--- config.mk ---
export PLATFORM = sky130hd
export DESIGN_NAME = one_wire_bus_master_top
export DESIGN_NICKNAME = d
export VERILOG_FILES = /design/src/owm_pkg.sv /design/src/owm_cfg_regs.sv /design/src/owm_core.sv /design/src/one_wire_bus_master_top.sv
export VERILOG_INCLUDE_DIRS = /design/src /design/src/src
export SDC_FILE = /design/constraint.sdc
export NUM_CORES = 1
export LEC_CHECK = 0
export ABC_AREA = 1
export BUFFER_PORTS_ARGS = -buffer_cell sky130_fd_sc_hd__buf_2
export CORE_MARGIN = 8
export CORE_UTILIZATION = 60
export DETAILED_ROUTE_END_ITERATION = 8
export GPL_ROUTABILITY_DRIVEN = 0
export PLACE_DENSITY = 0.78
export SLEW_MARGIN = 10
export SYNTH_ARGS = -nofsm -noshare
export SYNTH_HDL_FRONTEND = slang
export SYNTH_SLANG_ARGS = --single-unit
--- constraint.sdc ---
create_clock -name clk -period 4.9 [get_ports clk]
set_input_delay 0.98 -clock clk [delete_from_list [all_inputs] [get_ports clk]]
set_output_delay 0.98 -clock clk [all_outputs]
set_load 0.05 [all_outputs]
--- src/one_wire_bus_master_top_assert.svh ---
// Assertion macros used by owm_core.
`ifndef ONE_WIRE_BUS_MASTER_TOP_ASSERT_SVH
`define ONE_WIRE_BUS_MASTER_TOP_ASSERT_SVH

// Same-cycle implication, disabled during reset.
`define OWM_ASSERT_IMPLIES(label, clk, rst, a, b) \
  label: assert property (@(posedge clk) disable iff (rst) (a) |-> (b)) \
    else $error("owm assertion failed");

// Next-cycle implication, disabled during reset.
`define OWM_ASSERT_NEXT(label, clk, rst, a, b) \
  label: assert property (@(posedge clk) disable iff (rst) (a) |=> (b)) \
    else $error("owm assertion failed");

`endif

--- src/owm_pkg.sv ---
`default_nettype none

package owm_pkg;

  localparam int REG_W           = 10;
  localparam int IDX_W           = 3;
  localparam int BITS_PER_BYTE   = 8;
  localparam int BIT_IDX_W       = $clog2(BITS_PER_BYTE);
  localparam int COUNT_WIDTH_DEF = 10;

  // func codes
  localparam logic [1:0] FUNC_NONE  = 2'd0;
  localparam logic [1:0] FUNC_RESET = 2'd1;
  localparam logic [1:0] FUNC_WRITE = 2'd2;
  localparam logic [1:0] FUNC_READ  = 2'd3;

  // register indexes
  localparam logic [IDX_W-1:0] REG_RESET_LOW  = 3'd0;
  localparam logic [IDX_W-1:0] REG_PRES_SAMP  = 3'd1;
  localparam logic [IDX_W-1:0] REG_RESET_TAIL = 3'd2;
  localparam logic [IDX_W-1:0] REG_SLOT       = 3'd3;
  localparam logic [IDX_W-1:0] REG_WR1_LOW    = 3'd4;
  localparam logic [IDX_W-1:0] REG_WR0_LOW    = 3'd5;
  localparam logic [IDX_W-1:0] REG_RD_LOW     = 3'd6;
  localparam logic [IDX_W-1:0] REG_RD_SAMP    = 3'd7;

  // reset values
  localparam logic [REG_W-1:0] RST_RESET_LOW  = 10'd480;
  localparam logic [REG_W-1:0] RST_PRES_SAMP  = 10'd60;
  localparam logic [REG_W-1:0] RST_RESET_TAIL = 10'd420;
  localparam logic [REG_W-1:0] RST_SLOT       = 10'd61;
  localparam logic [REG_W-1:0] RST_WR1_LOW    = 10'd1;
  localparam logic [REG_W-1:0] RST_WR0_LOW    = 10'd60;
  localparam logic [REG_W-1:0] RST_RD_LOW     = 10'd1;
  localparam logic [REG_W-1:0] RST_RD_SAMP    = 10'd2;

  typedef struct packed {
    logic [REG_W-1:0] reset_low_ticks;
    logic [REG_W-1:0] presence_sample_ticks;
    logic [REG_W-1:0] reset_tail_ticks;
    logic [REG_W-1:0] slot_ticks;
    logic [REG_W-1:0] write_one_low_ticks;
    logic [REG_W-1:0] write_zero_low_ticks;
    logic [REG_W-1:0] read_low_ticks;
    logic [REG_W-1:0] read_sample_ticks;
  } cfg_t;

  typedef struct packed {
    logic [1:0] func;
    logic [7:0] write_byte;
    logic       line_level;
  } item_t;

endpackage

`default_nettype wire

--- src/owm_cfg_regs.sv ---
`default_nettype none

module owm_cfg_regs
  import owm_pkg::*;
(
  input  wire logic             clk,
  input  wire logic             rst,
  input  wire logic             cfg_we,
  input  wire logic [IDX_W-1:0] cfg_index,
  input  wire logic [REG_W-1:0] cfg_data,
  output cfg_t                  cfg
);

  always_ff @(posedge clk) begin
    if (rst) begin
      cfg.reset_low_ticks       <= RST_RESET_LOW;
      cfg.presence_sample_ticks <= RST_PRES_SAMP;
      cfg.reset_tail_ticks      <= RST_RESET_TAIL;
      cfg.slot_ticks            <= RST_SLOT;
      cfg.write_one_low_ticks   <= RST_WR1_LOW;
      cfg.write_zero_low_ticks  <= RST_WR0_LOW;
      cfg.read_low_ticks        <= RST_RD_LOW;
      cfg.read_sample_ticks     <= RST_RD_SAMP;
    end else if (cfg_we) begin
      unique case (cfg_index)
        REG_RESET_LOW:  cfg.reset_low_ticks       <= cfg_data;
        REG_PRES_SAMP:  cfg.presence_sample_ticks <= cfg_data;
        REG_RESET_TAIL: cfg.reset_tail_ticks      <= cfg_data;
        REG_SLOT:       cfg.slot_ticks            <= cfg_data;
        REG_WR1_LOW:    cfg.write_one_low_ticks   <= cfg_data;
        REG_WR0_LOW:    cfg.write_zero_low_ticks  <= cfg_data;
        REG_RD_LOW:     cfg.read_low_ticks        <= cfg_data;
        REG_RD_SAMP:    cfg.read_sample_ticks     <= cfg_data;
        default:        ;
      endcase
    end
  end

endmodule

`default_nettype wire

--- src/owm_core.sv ---
`default_nettype none
`include "one_wire_bus_master_top_assert.svh"

module owm_core
  import owm_pkg::*;
#(
  parameter int COUNT_WIDTH = COUNT_WIDTH_DEF
)
(
  input  wire logic clk,
  input  wire logic rst,
  input  wire cfg_t cfg,
  input  wire logic in_full,
  input  wire item_t item,
  output logic      advance,
  output logic      out_valid,
  input  wire logic out_stall,
  output logic      pull_low,
  output logic      busy_res,
  output logic      done_res,
  output logic      presence,
  output logic [7:0] read_data
);

  localparam int CW = COUNT_WIDTH;

  typedef enum logic [2:0] {
    PH_IDLE, PH_RST_LOW, PH_RST_WAIT, PH_RST_TAIL, PH_SLOT
  } phase_t;

  phase_t               phase, phase_next;
  logic [1:0]           operation, operation_next;
  logic [CW-1:0]        tick_count, tick_count_next;
  logic [BIT_IDX_W-1:0] bit_index, bit_index_next;
  logic [7:0]           shift_reg, shift_reg_next;
  logic                 presence_flag, presence_flag_next;
  logic [7:0]           last_read, last_read_next;
  logic                 pl, busy, done;
  logic                 step;

  // zero acts as one; value cut to the counter width
  function automatic logic [CW-1:0] eff_of(input logic [REG_W-1:0] v);
    logic [CW-1:0] c;
    c = CW'(v);
    return (c == '0) ? CW'(1) : c;
  endfunction

  logic [CW-1:0] e_rst_low, e_pres, e_tail, e_slot, e_wr1, e_wr0, e_rd_low, e_rd_samp;

  assign e_rst_low = eff_of(cfg.reset_low_ticks);
  assign e_pres    = eff_of(cfg.presence_sample_ticks);
  assign e_tail    = eff_of(cfg.reset_tail_ticks);
  assign e_slot    = eff_of(cfg.slot_ticks);
  assign e_wr1     = eff_of(cfg.write_one_low_ticks);
  assign e_wr0     = eff_of(cfg.write_zero_low_ticks);
  assign e_rd_low  = eff_of(cfg.read_low_ticks);
  assign e_rd_samp = eff_of(cfg.read_sample_ticks);

  assign advance = !out_valid || !out_stall;
  assign step    = in_full && advance;

  always_comb begin
    logic [CW-1:0] limit;
    logic [CW-1:0] low_len;
    logic [CW-1:0] sample_at;
    logic          last_tick;
    logic          finish;

    phase_next         = phase;
    operation_next     = operation;
    tick_count_next    = tick_count;
    bit_index_next     = bit_index;
    shift_reg_next     = shift_reg;
    presence_flag_next = presence_flag;
    last_read_next     = last_read;
    pl                 = 1'b0;
    busy               = 1'b0;
    done               = 1'b0;
    finish             = 1'b0;
    limit              = e_rst_low;
    low_len            = e_rd_low;
    sample_at          = e_rd_samp;

    // a command taken while idle is also the first tick of its operation
    if (phase == PH_IDLE && item.func != FUNC_NONE) begin
      operation_next  = item.func;
      tick_count_next = '0;
      bit_index_next  = '0;
      if (item.func == FUNC_RESET) begin
        phase_next = PH_RST_LOW;
      end else begin
        phase_next     = PH_SLOT;
        shift_reg_next = (item.func == FUNC_WRITE) ? item.write_byte : 8'h00;
      end
    end

    unique case (phase_next)
      PH_RST_LOW:  limit = e_rst_low;
      PH_RST_WAIT: limit = e_pres;
      PH_RST_TAIL: limit = e_tail;
      default:     limit = e_slot;
    endcase
    last_tick = ((CW+1)'(tick_count_next) + 1'b1) >= (CW+1)'(limit);

    if (operation_next == FUNC_WRITE) begin
      low_len = shift_reg_next[0] ? e_wr1 : e_wr0;
    end
    // late sample clamps to the slot's last tick
    if (e_rd_samp > e_slot - 1'b1) begin
      sample_at = e_slot - 1'b1;
    end

    if (phase_next != PH_IDLE) begin
      busy = 1'b1;
      unique case (phase_next)
        PH_RST_LOW: begin
          pl = 1'b1;
          if (last_tick) begin
            phase_next      = PH_RST_WAIT;
            tick_count_next = '0;
          end else begin
            tick_count_next = tick_count_next + 1'b1;
          end
        end
        PH_RST_WAIT: begin
          if (last_tick) begin
            presence_flag_next = !item.line_level;
            phase_next         = PH_RST_TAIL;
            tick_count_next    = '0;
          end else begin
            tick_count_next = tick_count_next + 1'b1;
          end
        end
        PH_RST_TAIL: begin
          if (last_tick) begin
            finish = 1'b1;
          end else begin
            tick_count_next = tick_count_next + 1'b1;
          end
        end
        default: begin
          pl = (tick_count_next < low_len);
          if (operation_next == FUNC_READ && tick_count_next == sample_at) begin
            shift_reg_next = {item.line_level, shift_reg_next[7:1]};
          end
          if (last_tick) begin
            if (operation_next == FUNC_WRITE) begin
              shift_reg_next = {1'b0, shift_reg_next[7:1]};
            end
            tick_count_next = '0;
            if (bit_index_next == BIT_IDX_W'(BITS_PER_BYTE - 1)) begin
              finish = 1'b1;
            end else begin
              bit_index_next = bit_index_next + 1'b1;
            end
          end else begin
            tick_count_next = tick_count_next + 1'b1;
          end
        end
      endcase
      if (finish) begin
        done = 1'b1;
        if (operation_next == FUNC_READ) begin
          last_read_next = shift_reg_next;
        end
        phase_next      = PH_IDLE;
        tick_count_next = '0;
      end
    end
  end

  always_ff @(posedge clk) begin
    if (rst) begin
      phase         <= PH_IDLE;
      operation     <= FUNC_NONE;
      tick_count    <= '0;
      bit_index     <= '0;
      shift_reg     <= '0;
      presence_flag <= 1'b0;
      last_read     <= '0;
      out_valid     <= 1'b0;
    end else begin
      if (advance) begin
        out_valid <= in_full;
      end
      if (step) begin
        phase         <= phase_next;
        operation     <= operation_next;
        tick_count    <= tick_count_next;
        bit_index     <= bit_index_next;
        shift_reg     <= shift_reg_next;
        presence_flag <= presence_flag_next;
        last_read     <= last_read_next;
      end
    end
  end

  always_ff @(posedge clk) begin
    if (step) begin
      pull_low  <= pl;
      busy_res  <= busy;
      done_res  <= done;
      presence  <= presence_flag_next;
      read_data <= last_read_next;
    end
  end

  `OWM_ASSERT_IMPLIES(a_idle_count_clear, clk, rst, phase == PH_IDLE, tick_count == '0)
  `OWM_ASSERT_IMPLIES(a_done_busy, clk, rst, out_valid && done_res, busy_res)
  `OWM_ASSERT_IMPLIES(a_drive_busy, clk, rst, out_valid && pull_low, busy_res)
  `OWM_ASSERT_NEXT(a_hold_no_step, clk, rst, !step, $stable(tick_count) && $stable(phase))
  `OWM_ASSERT_IMPLIES(a_read_only_done, clk, rst, step && last_read_next != last_read,
                      done && operation_next == FUNC_READ)

endmodule

`default_nettype wire

--- src/one_wire_bus_master_top.sv ---
// 1-Wire bus master, one input transfer per bus tick.
// An accepted tick is held in the input register; the state update and the result
// register then take it in a single pass.
// Throughput: one tick per clock; only a stalled result register holds the input.
// Reset (rst, synchronous, active high): idle, out_valid low, internal presence
// and read byte cleared (outputs kept), delay regs to defaults. No clearing pass.
`default_nettype none

module one_wire_bus_master_top
  import owm_pkg::*;
#(
  parameter int COUNT_WIDTH = COUNT_WIDTH_DEF
)
(
  input  wire logic             clk,
  input  wire logic             rst,
  input  wire logic             in_valid,
  output logic                  in_stall,
  input  wire logic [1:0]       func,
  input  wire logic [7:0]       write_byte,
  input  wire logic             line_level,
  output logic                  out_valid,
  input  wire logic             out_stall,
  output logic                  pull_low,
  output logic                  busy_res,
  output logic                  done_res,
  output logic                  presence,
  output logic [7:0]            read_data,
  input  wire logic             cfg_we,
  input  wire logic [IDX_W-1:0] cfg_index,
  input  wire logic [REG_W-1:0] cfg_data
);

  cfg_t  cfg;
  item_t item;
  logic  in_full;
  logic  advance;
  logic  in_take;

  assign in_stall = in_full && !advance;
  assign in_take  = in_valid && !in_stall;

  always_ff @(posedge clk) begin
    if (rst) begin
      in_full <= 1'b0;
    end else if (in_take) begin
      in_full <= 1'b1;
    end else if (advance) begin
      in_full <= 1'b0;
    end
  end

  always_ff @(posedge clk) begin
    if (in_take) begin
      item.func       <= func;
      item.write_byte <= write_byte;
      item.line_level <= line_level;
    end
  end

  owm_cfg_regs u_cfg (
    .clk       (clk),
    .rst       (rst),
    .cfg_we    (cfg_we),
    .cfg_index (cfg_index),
    .cfg_data  (cfg_data),
    .cfg       (cfg)
  );

  owm_core #(
    .COUNT_WIDTH (COUNT_WIDTH)
  ) u_core (
    .clk       (clk),
    .rst       (rst),
    .cfg       (cfg),
    .in_full   (in_full),
    .item      (item),
    .advance   (advance),
    .out_valid (out_valid),
    .out_stall (out_stall),
    .pull_low  (pull_low),
    .busy_res  (busy_res),
    .done_res  (done_res),
    .presence  (presence),
    .read_data (read_data)
  );

endmodule

`default_nettype wire
==> key figures, run 1 <==
Critical path
  • Critical path type: reg -> reg
  • WP data arrival: 4.82 ns
  • Critical Path Sink Type: register
  • R2r worst-path depth: 22
  • Worst Path Required: between 5 and 6 ns
  • Worst-path fanout max: 19
  • Startpoint type of the worst setup path: register

Final layout
  • Layout cell share with drive strength beyond 1: 10.9%
  • Register area: 3030 um2
  • Largest Register: u_cfg.cfg
  • # fillers: 1171
  • N_diodes: 0
  • Area grow syn2layout: 10.9%
  • Largest regs: u_cfg.cfg (80), item (11), u_core.tick_count (10)
  • Nets: 1233
  • Max reg flops: 80
  • Area of the multi-input gates: about 4300 um2

Floorplanning
  • Die Y: around 130 um
  • FP Rows: 42
  • Die Area: 17400 um2
  • Initial Util: 61.1%
  • Die Span X: 132 um
  • Core area: roughly 13000 um2
  • IO Pins: 43

Synth
  • Synth Area in Compound Gates: ~16%
  • Seq/Total Area, Yosys: ~38%
  • Largest family of logic cells by synthesized area: simple AND/OR/NAND/NOR gates
  • Post-synthesis adder-cell area fraction: a little under 5%
  • Post-synth top area cell: dfxtp_1
  • Synth Cell Area: 8060 um2
  • Most used DFF post-synth: dfxtp_1
  • Synth warn: 0
  • Synth Area in Simple Gates: 31.7%
  • Largest cells by area after synthesis: dfxtp_1, nand2_1, edfxtp_1
  • Asr flop ratio synth: 0%
  • Syn_nets: between 1k and 1.5k
  • Syn Area/Cell: about 7 um2
  • Register bit total from synthesis: 140
  • Xor/xnor share of the synthesized area: less than 1%
  • Top cell type's share of synthesized area: between 20 and 30%
  • Post-synthesis mux area share: 0%
  • Cells after synthesis: between 1k and 1.5k
  • Post-synth cell types: 49
  • Number of flops mapped to enable cells by yosys: 23

STA
  • Fmax: roughly 220 MHz
  • Worst Skew: around 0.016 ns
  • Final hold vios: 0
  • Fin crit share: about 91%
  • Final setup violation count: 0
  • Min Tclk post-route: around 4.5 ns
  • Slew Viols, Final: 0
  • Final worst slack: between 0.4 and 0.5 ns
  • Max_slew headroom: about 33%
  • Tightest Pin Transition: roughly 1 ns
  • Setup TNS: 0 ns
  • WHS: around 0.46 ns
  • RSZ-0062 raised after global routing: no

Clocking
  • CTS tree: built
  • Clk slew on worst S/H paths: about 0.06 ns
  • Clock Sinks: 140
  • Clock tree buffer depth: 2
  • Root Buffer: clkbuf_16
  • # H-tree levels: 4
  • Post-CTS setup buffer count: 0
  • Worst-Skew Late Latency: 0.44 ns
  • CTS buffer count: 17

Outcome
  • Run status: complete, no violations

Routing
  • DRT iter0 DRCs: 845
  • Vias per Instance: around 5.7
  • Post-route ant nets: 0
  • First-pass iteration count of the detailed router: 5
  • DRC Markers: 0
  • WL final: 22400 um
  • Via count: 7787
  • Routed wire per std cell: around 16 um

Place
  • IO buf count: 42
  • Hpwl dp: roughly 16000 um
  • Setup WS pre-CTS: ~0.47 ns

Global route
  • Tot GR Track Use: 25.8%
  • Initial antenna violation count: 0
  • Number of global-route vias before repair: around 7.4k
  • Largest net degree at the start of global routing: 54
  • GRT overflow: 0
  • First-pass GRT wire length: roughly 37000 um

Power and ir drop
  • Pint: roughly 0.0022 W
  • Sw frac: 29.6%
  • Tot Pwr: around 0.0032 W
  • Combinational Power Share: between 10% and 20%
  • Peak VDD IR: ~0.25 mV
  • Part of the power in registers: around two fifths
  • Part of the power in the clock network: 42.7%
  • Net Switching: 0.000941 W
  • LEAKAGE: roughly 4.2 nW
  • PwrDens: 356 nW/um2

Run
  • Max_cap viols: 0

Min path
  • Hold path cells: 2
  • Worst Hold Class: reg -> reg
final timing paths:
check	to	slack, ns	from
setup reg to reg	u_core.tick_count[0]	0.43	item[10]
setup / recovery	u_core.tick_count[0]	0.43	item[10]
hold / removal	u_core.phase[2]	0.46	u_core.phase[2]
hold reg to reg	u_core.phase[2]	0.46	u_core.phase[2]
layer usage:
layer / global-route usage (%) / wire length, um
met5: 0 / 0
met2: 40.2 / 10100
met3: 4.46 / 1780
met1: 33.7 / 9770
met4: 13.3 / 739
Yosys cell counts (2+ instances only):
| cell | instances |
|---|---|
| nor2_1 | 144 |
| o31ai_1 | 2 |
| nor3_1 | 3 |
| or2_2 | 3 |
| inv_4 | 3 |
| inv_2 | 6 |
| nand4_1 | 16 |
| clkbuf_2 | 2 |
| o21ai_2 | 2 |
| o22ai_1 | 7 |
| nand4_4 | 3 |
| ha_1 | 32 |
| nand3_4 | 2 |
| o211ai_1 | 13 |
| nor2_4 | 9 |
| buf_6 | 2 |
| clkinv_1 | 4 |
| clkbuf_1 | 44 |
| o21ai_0 | 111 |
| a21oi_2 | 5 |
| o21ai_1 | 5 |
| a21oi_1 | 71 |
| nand2_4 | 3 |
| nand2_2 | 6 |
| a211oi_1 | 4 |
| buf_2 | 6 |
| o221ai_1 | 2 |
| nand3_2 | 3 |
| nand3_1 | 90 |
| nand2_1 | 269 |
| a22oi_1 | 5 |
| dfxtp_1 | 117 |
| nor2_2 | 3 |
| xor2_1 | 8 |
| nor4_1 | 10 |
| edfxtp_1 | 23 |
| inv_1 | 111 |
cell families after synthesis:
group,after synthesis
AND/OR/NAND/NOR,569
AO/OA/AOI/OAI,233
buffers and inverters,179
flip-flops,140
adder cells (fa/ha/maj),32
XOR/XNOR,8
power by group through the flow:
stage                     clock network, W  logic, W  registers (W)
final                              0.00136  0.000560        0.00126
after detailed placement                 0  0.000539        0.00128
after global routing               0.00142  0.000623        0.00127
after CTS                          0.00137  0.000546        0.00126
after global placement                   0  0.000528        0.00128
after floorplan                          0  0.000393        0.00130
placed cells by master, fill, tap and decap left out, types with 3 or more instances in the layout:
master | netlist | final
inv_2 | 6 | 7
nand4_1 | 16 | 16
o21ai_0 | 111 | 111
o211ai_1 | 13 | 13
nand2_4 | 3 | 3
o21ai_1 | 5 | 5
nor2_1 | 144 | 143
a22oi_1 | 5 | 5
nor4_1 | 10 | 10
buf_2 | 6 | 42
nor3_1 | 3 | 3
nor2_4 | 9 | 10
a21oi_1 | 71 | 71
or2_2 | 3 | 3
ha_1 | 32 | 32
buf_4 | 0 | 5
a211oi_1 | 4 | 4
nand2_1 | 269 | 269
nand4_4 | 3 | 3
a21oi_2 | 5 | 4
clkbuf_16 | 0 | 17
xor2_1 | 8 | 8
nand2_2 | 6 | 6
dfxtp_1 | 117 | 117
nand3_4 | 2 | 3
o22ai_1 | 7 | 7
inv_1 | 111 | 109
clkinv_1 | 4 | 7
inv_6 | 0 | 4
bufinv_16 | 0 | 4
nand3_1 | 90 | 90
nor2_2 | 3 | 3
edfxtp_1 | 23 | 23
inv_4 | 3 | 3
worst max-delay path, cell delays in order, from the launching register on:
cell and delay (ns):
edfxtp_1 0.41, inv_2 0.14, nand2_4 0.08, nand4_4 0.22
nor2_4 0.06, inv_2 0.14, nand2_2 0.11, nor2_1 0.26
nand2_1 0.26, inv_1 0.25, a22oi_1 0.14, nand3_1 0.10
o21ai_0 0.10, ha_1 0.30, nand4_1 0.11, o311ai_0 0.38
nand3_1 0.19, nand3_4 0.21, clkinvlp_4 0.26, ha_1 0.34
nand2_1 0.07, o211ai_1 0.10, a21oi_1 0.15
stage by stage:
step	instance area (um2)	std cells	utilization (%)
final	8940	1361	67.8
after global routing	8940	1361	67.8
after CTS	8920	1361	67.6
after detailed placement	8300	1329	62.9
after global placement	8300	1329	62.9
after floorplan	8060	1161	-
repair_timing:
action,CTS,global route
gates resized for setup,0,3
hold buffers,0,0
setup endpoints to repair,0,13
layout make-up:
cell class	instances	share of cell area, %
multi-input cells	842	48.6
clock inverters	15	2.17
inverters	124	5.33
well taps	176	2.46
flip-flops and latches	140	33.9
clock buffers	17	4.76
repair buffers	47	2.77
No activity file was read; power rests on OpenSTA's default activity.
==> run 2: changes to the inputs <==
--- a/config.mk
+++ b/config.mk
@@ -6,7 +6,6 @@
 export SDC_FILE = /design/constraint.sdc
 export NUM_CORES = 1
 export LEC_CHECK = 0
-export ABC_AREA = 1
 export BUFFER_PORTS_ARGS = -buffer_cell sky130_fd_sc_hd__buf_2
 export CORE_MARGIN = 8
 export CORE_UTILIZATION = 60
==> key figures, run 2 <==
STA
  • Fmax: approximately 220 MHz
  • Worst Skew: 0.0110 ns
  • Fin crit share: ~90%
  • Slew Viols, Final: 0
  • Max_slew headroom: 22.4%
  • Final hold vios: 0
  • Final worst slack: 0.370 ns
  • WHS: around 0.46 ns
  • Final setup violation count: 0
  • Min Tclk post-route: approximately 4.5 ns
  • Tightest Pin Transition: about 1.2 ns
  • Setup TNS: 0 ns
  • RSZ-0062 raised after global routing: no

Global route
  • First-pass GRT wire length: ~36000 um
  • Initial antenna violation count: 0
  • GRT overflow: 0
  • Tot GR Track Use: between 20% and 30%
  • Largest net degree at the start of global routing: roughly 100
  • Number of global-route vias before repair: 6909

Run
  • Max_cap viols: 0

Final layout
  • Non-filler cells, final: 1195
  • N_diodes: 0
  • Area grow syn2layout: 11.0%
  • Layout cell share with drive strength beyond 1: 11.8%
  • Largest regs: u_cfg.cfg (80), item (11), u_core.tick_count (10)
  • Largest Register: u_cfg.cfg
  • Commonest non-fill, non-tap cell in the layout: nand2_1
  • Nets: between 1k and 1.5k
  • # fillers: 1105
  • Commonest non-fill, non-tap cells in the layout: nand2_1, dfxtp_1, a21oi_1, nor2_1, buf_2
  • Max reg flops: 80

Synth
  • Post-synth cell types: between 80 and 90
  • Number of flops mapped to enable cells by yosys: 23
  • Most used DFF post-synth: dfxtp_1
  • Count leader, synth: nand2_1
  • Post-synth top area cell: dfxtp_1
  • Synth cell count leaders: nand2_1, dfxtp_1, a21oi_1, nor2_1, clkbuf_1
  • Asr flop ratio synth: 0%
  • Cells after synthesis: about 1000
  • Synth Cell Area: around 8000 um2
  • Largest cells by area after synthesis: dfxtp_1, nand2_1, edfxtp_1
  • Top cell type's share of synthesized area: 29.5%
  • Seq/Total Area, Yosys: 38.1%
  • Register bit total from synthesis: 140
  • Syn Area/Cell: 8.02 um2
  • Synth warn: 0
  • Syn_nets: approximately 1.1k

Routing
  • Wl on met1: roughly 9600 um
  • Routed wire per std cell: 18.9 um
  • DRC Markers: 0
  • WL final: about 23000 um
  • Post-route ant nets: 0
  • First-pass iteration count of the detailed router: 5
  • Metal2 WL: just over 10000 um
  • DRT iter0 DRCs: approximately 840
  • Vias per Instance: between 6 and 7
  • Via count: roughly 7.5k
  • Top sig layer: met4
  • WL met3: 2030 um

Place
  • Hpwl dp: about 16000 um
  • Placed Cells: ~1.2k
  • Setup WS pre-CTS: between 0.3 and 0.4 ns
  • IO buf count: between 40 and 50

Clocking
  • Clock Sinks: 140
  • Clk slew on worst S/H paths: 0.06 ns
  • Worst-Skew Late Latency: ~0.43 ns
  • # H-tree levels: 4
  • Clock tree buffer depth: 2
  • Root Buffer: clkbuf_16
  • CTS buffer count: 17
  • Post-CTS setup buffer count: 0
  • CTS tree: built

Min path
  • Worst Hold Class: reg -> reg

Floorplanning
  • Die Y: around 130 um
  • FP Rows: 42
  • Initial Util: 60.8%
  • IO Pins: 43
  • Die Area: ~17000 um2
  • Die Span X: between 100 and 150 um
  • Core area: 13100 um2

Critical path
  • WP data arrival: ~4.9 ns
  • Critical Path Sink Type: register
  • Worst Path Required: 5.26 ns
  • Startpoint type of the worst setup path: register
  • Critical path type: reg -> reg
  • Worst-path fanout max: 12

Outcome
  • Run status: complete, no violations

Power and ir drop
  • Peak VDD IR: roughly 0.43 mV
  • LEAKAGE: roughly 3.4 nW
  • PwrDens: 320 nW/um2
  • Tot Pwr: approximately 0.0028 W
[run 2: final cells by class]
type	count	area, um2	area share, %
Inverter	25	93.8	1.06
Sequential cell	140	3030	34.4
Timing Repair Buffer	60	345	3.91
Clock buffer	23	509	5.77
Clock inverter	9	76.3	0.865
Tap cell	176	220	2.50
Multi-Input combinational cell	762	4550	51.5
[run 2: cell families (layout without fill, tap and decap cells)]
logic type,Yosys count,in the layout,synth area share [%]
xor+xnor,16,16,1.76
compound gates,256,256,20.6
mux,32,32,4.19
simple gates,425,425,25.5
flops,140,140,38.1
fa+ha+maj,33,33,5.16
buf+inv,90,117,4.72
[run 2: what timing repair did]
| item | 4_1_cts | 5_1_grt |
|---|---|---|
| hold buffers | 0 | 0 |
| setup endpoints to repair | 0 | 9 |
| gates resized for setup | 0 | 1 |
[run 2: final timing paths]
check / slack [ns] / cells past startpoint / from / to
worst max-delay path: 0.37 / 14 / u_core.phase[1] / u_core.last_read[1]
worst max register to register: 0.37 / 14 / u_core.phase[1] / u_core.last_read[1]
worst min-delay path: 0.46 / 2 / u_core.presence_flag / u_core.presence_flag
worst min register to register: 0.46 / 2 / u_core.presence_flag / u_core.presence_flag
[run 2: power by group]
group / internal [W] / switching [W]
combinational: 0.000107 / 0.000225
clock: 0.000741 / 0.000520
sequential: 0.00120 / 0.0000280
[run 2: stage by stage]
stage,cell area [um2],util [%]
finish,8820,67.4
global route,8820,67.4
CTS,8820,67.4
detailed placement,8240,62.9
global placement,8240,62.9
floorplan,7950,-
[run 2: routing by layer]
layer | track usage [%] | vias to the layer above
met5 | 0 | -
met4 | 10.5 | 0
met3 | 5.91 | 58
met2 | 40.5 | 386
met1 | 33.8 | 3456
li1 | - | 3572
[run 2: worst max-delay path: stages, from the launching register on]
cell and delay [ns]:
dfxtp_1 0.52, nand2b_1 0.22, nor2_1 0.48, nor2_1 0.21, a221oi_1 0.59, ha_1 0.36, a21oi_1 0.15, o21ai_0 0.09
a221oi_1 0.24, o31a_1 0.20, a21oi_1 0.07, buf_4 0.15, and3_1 0.32, a21oi_1 0.62, a22o_1 0.24
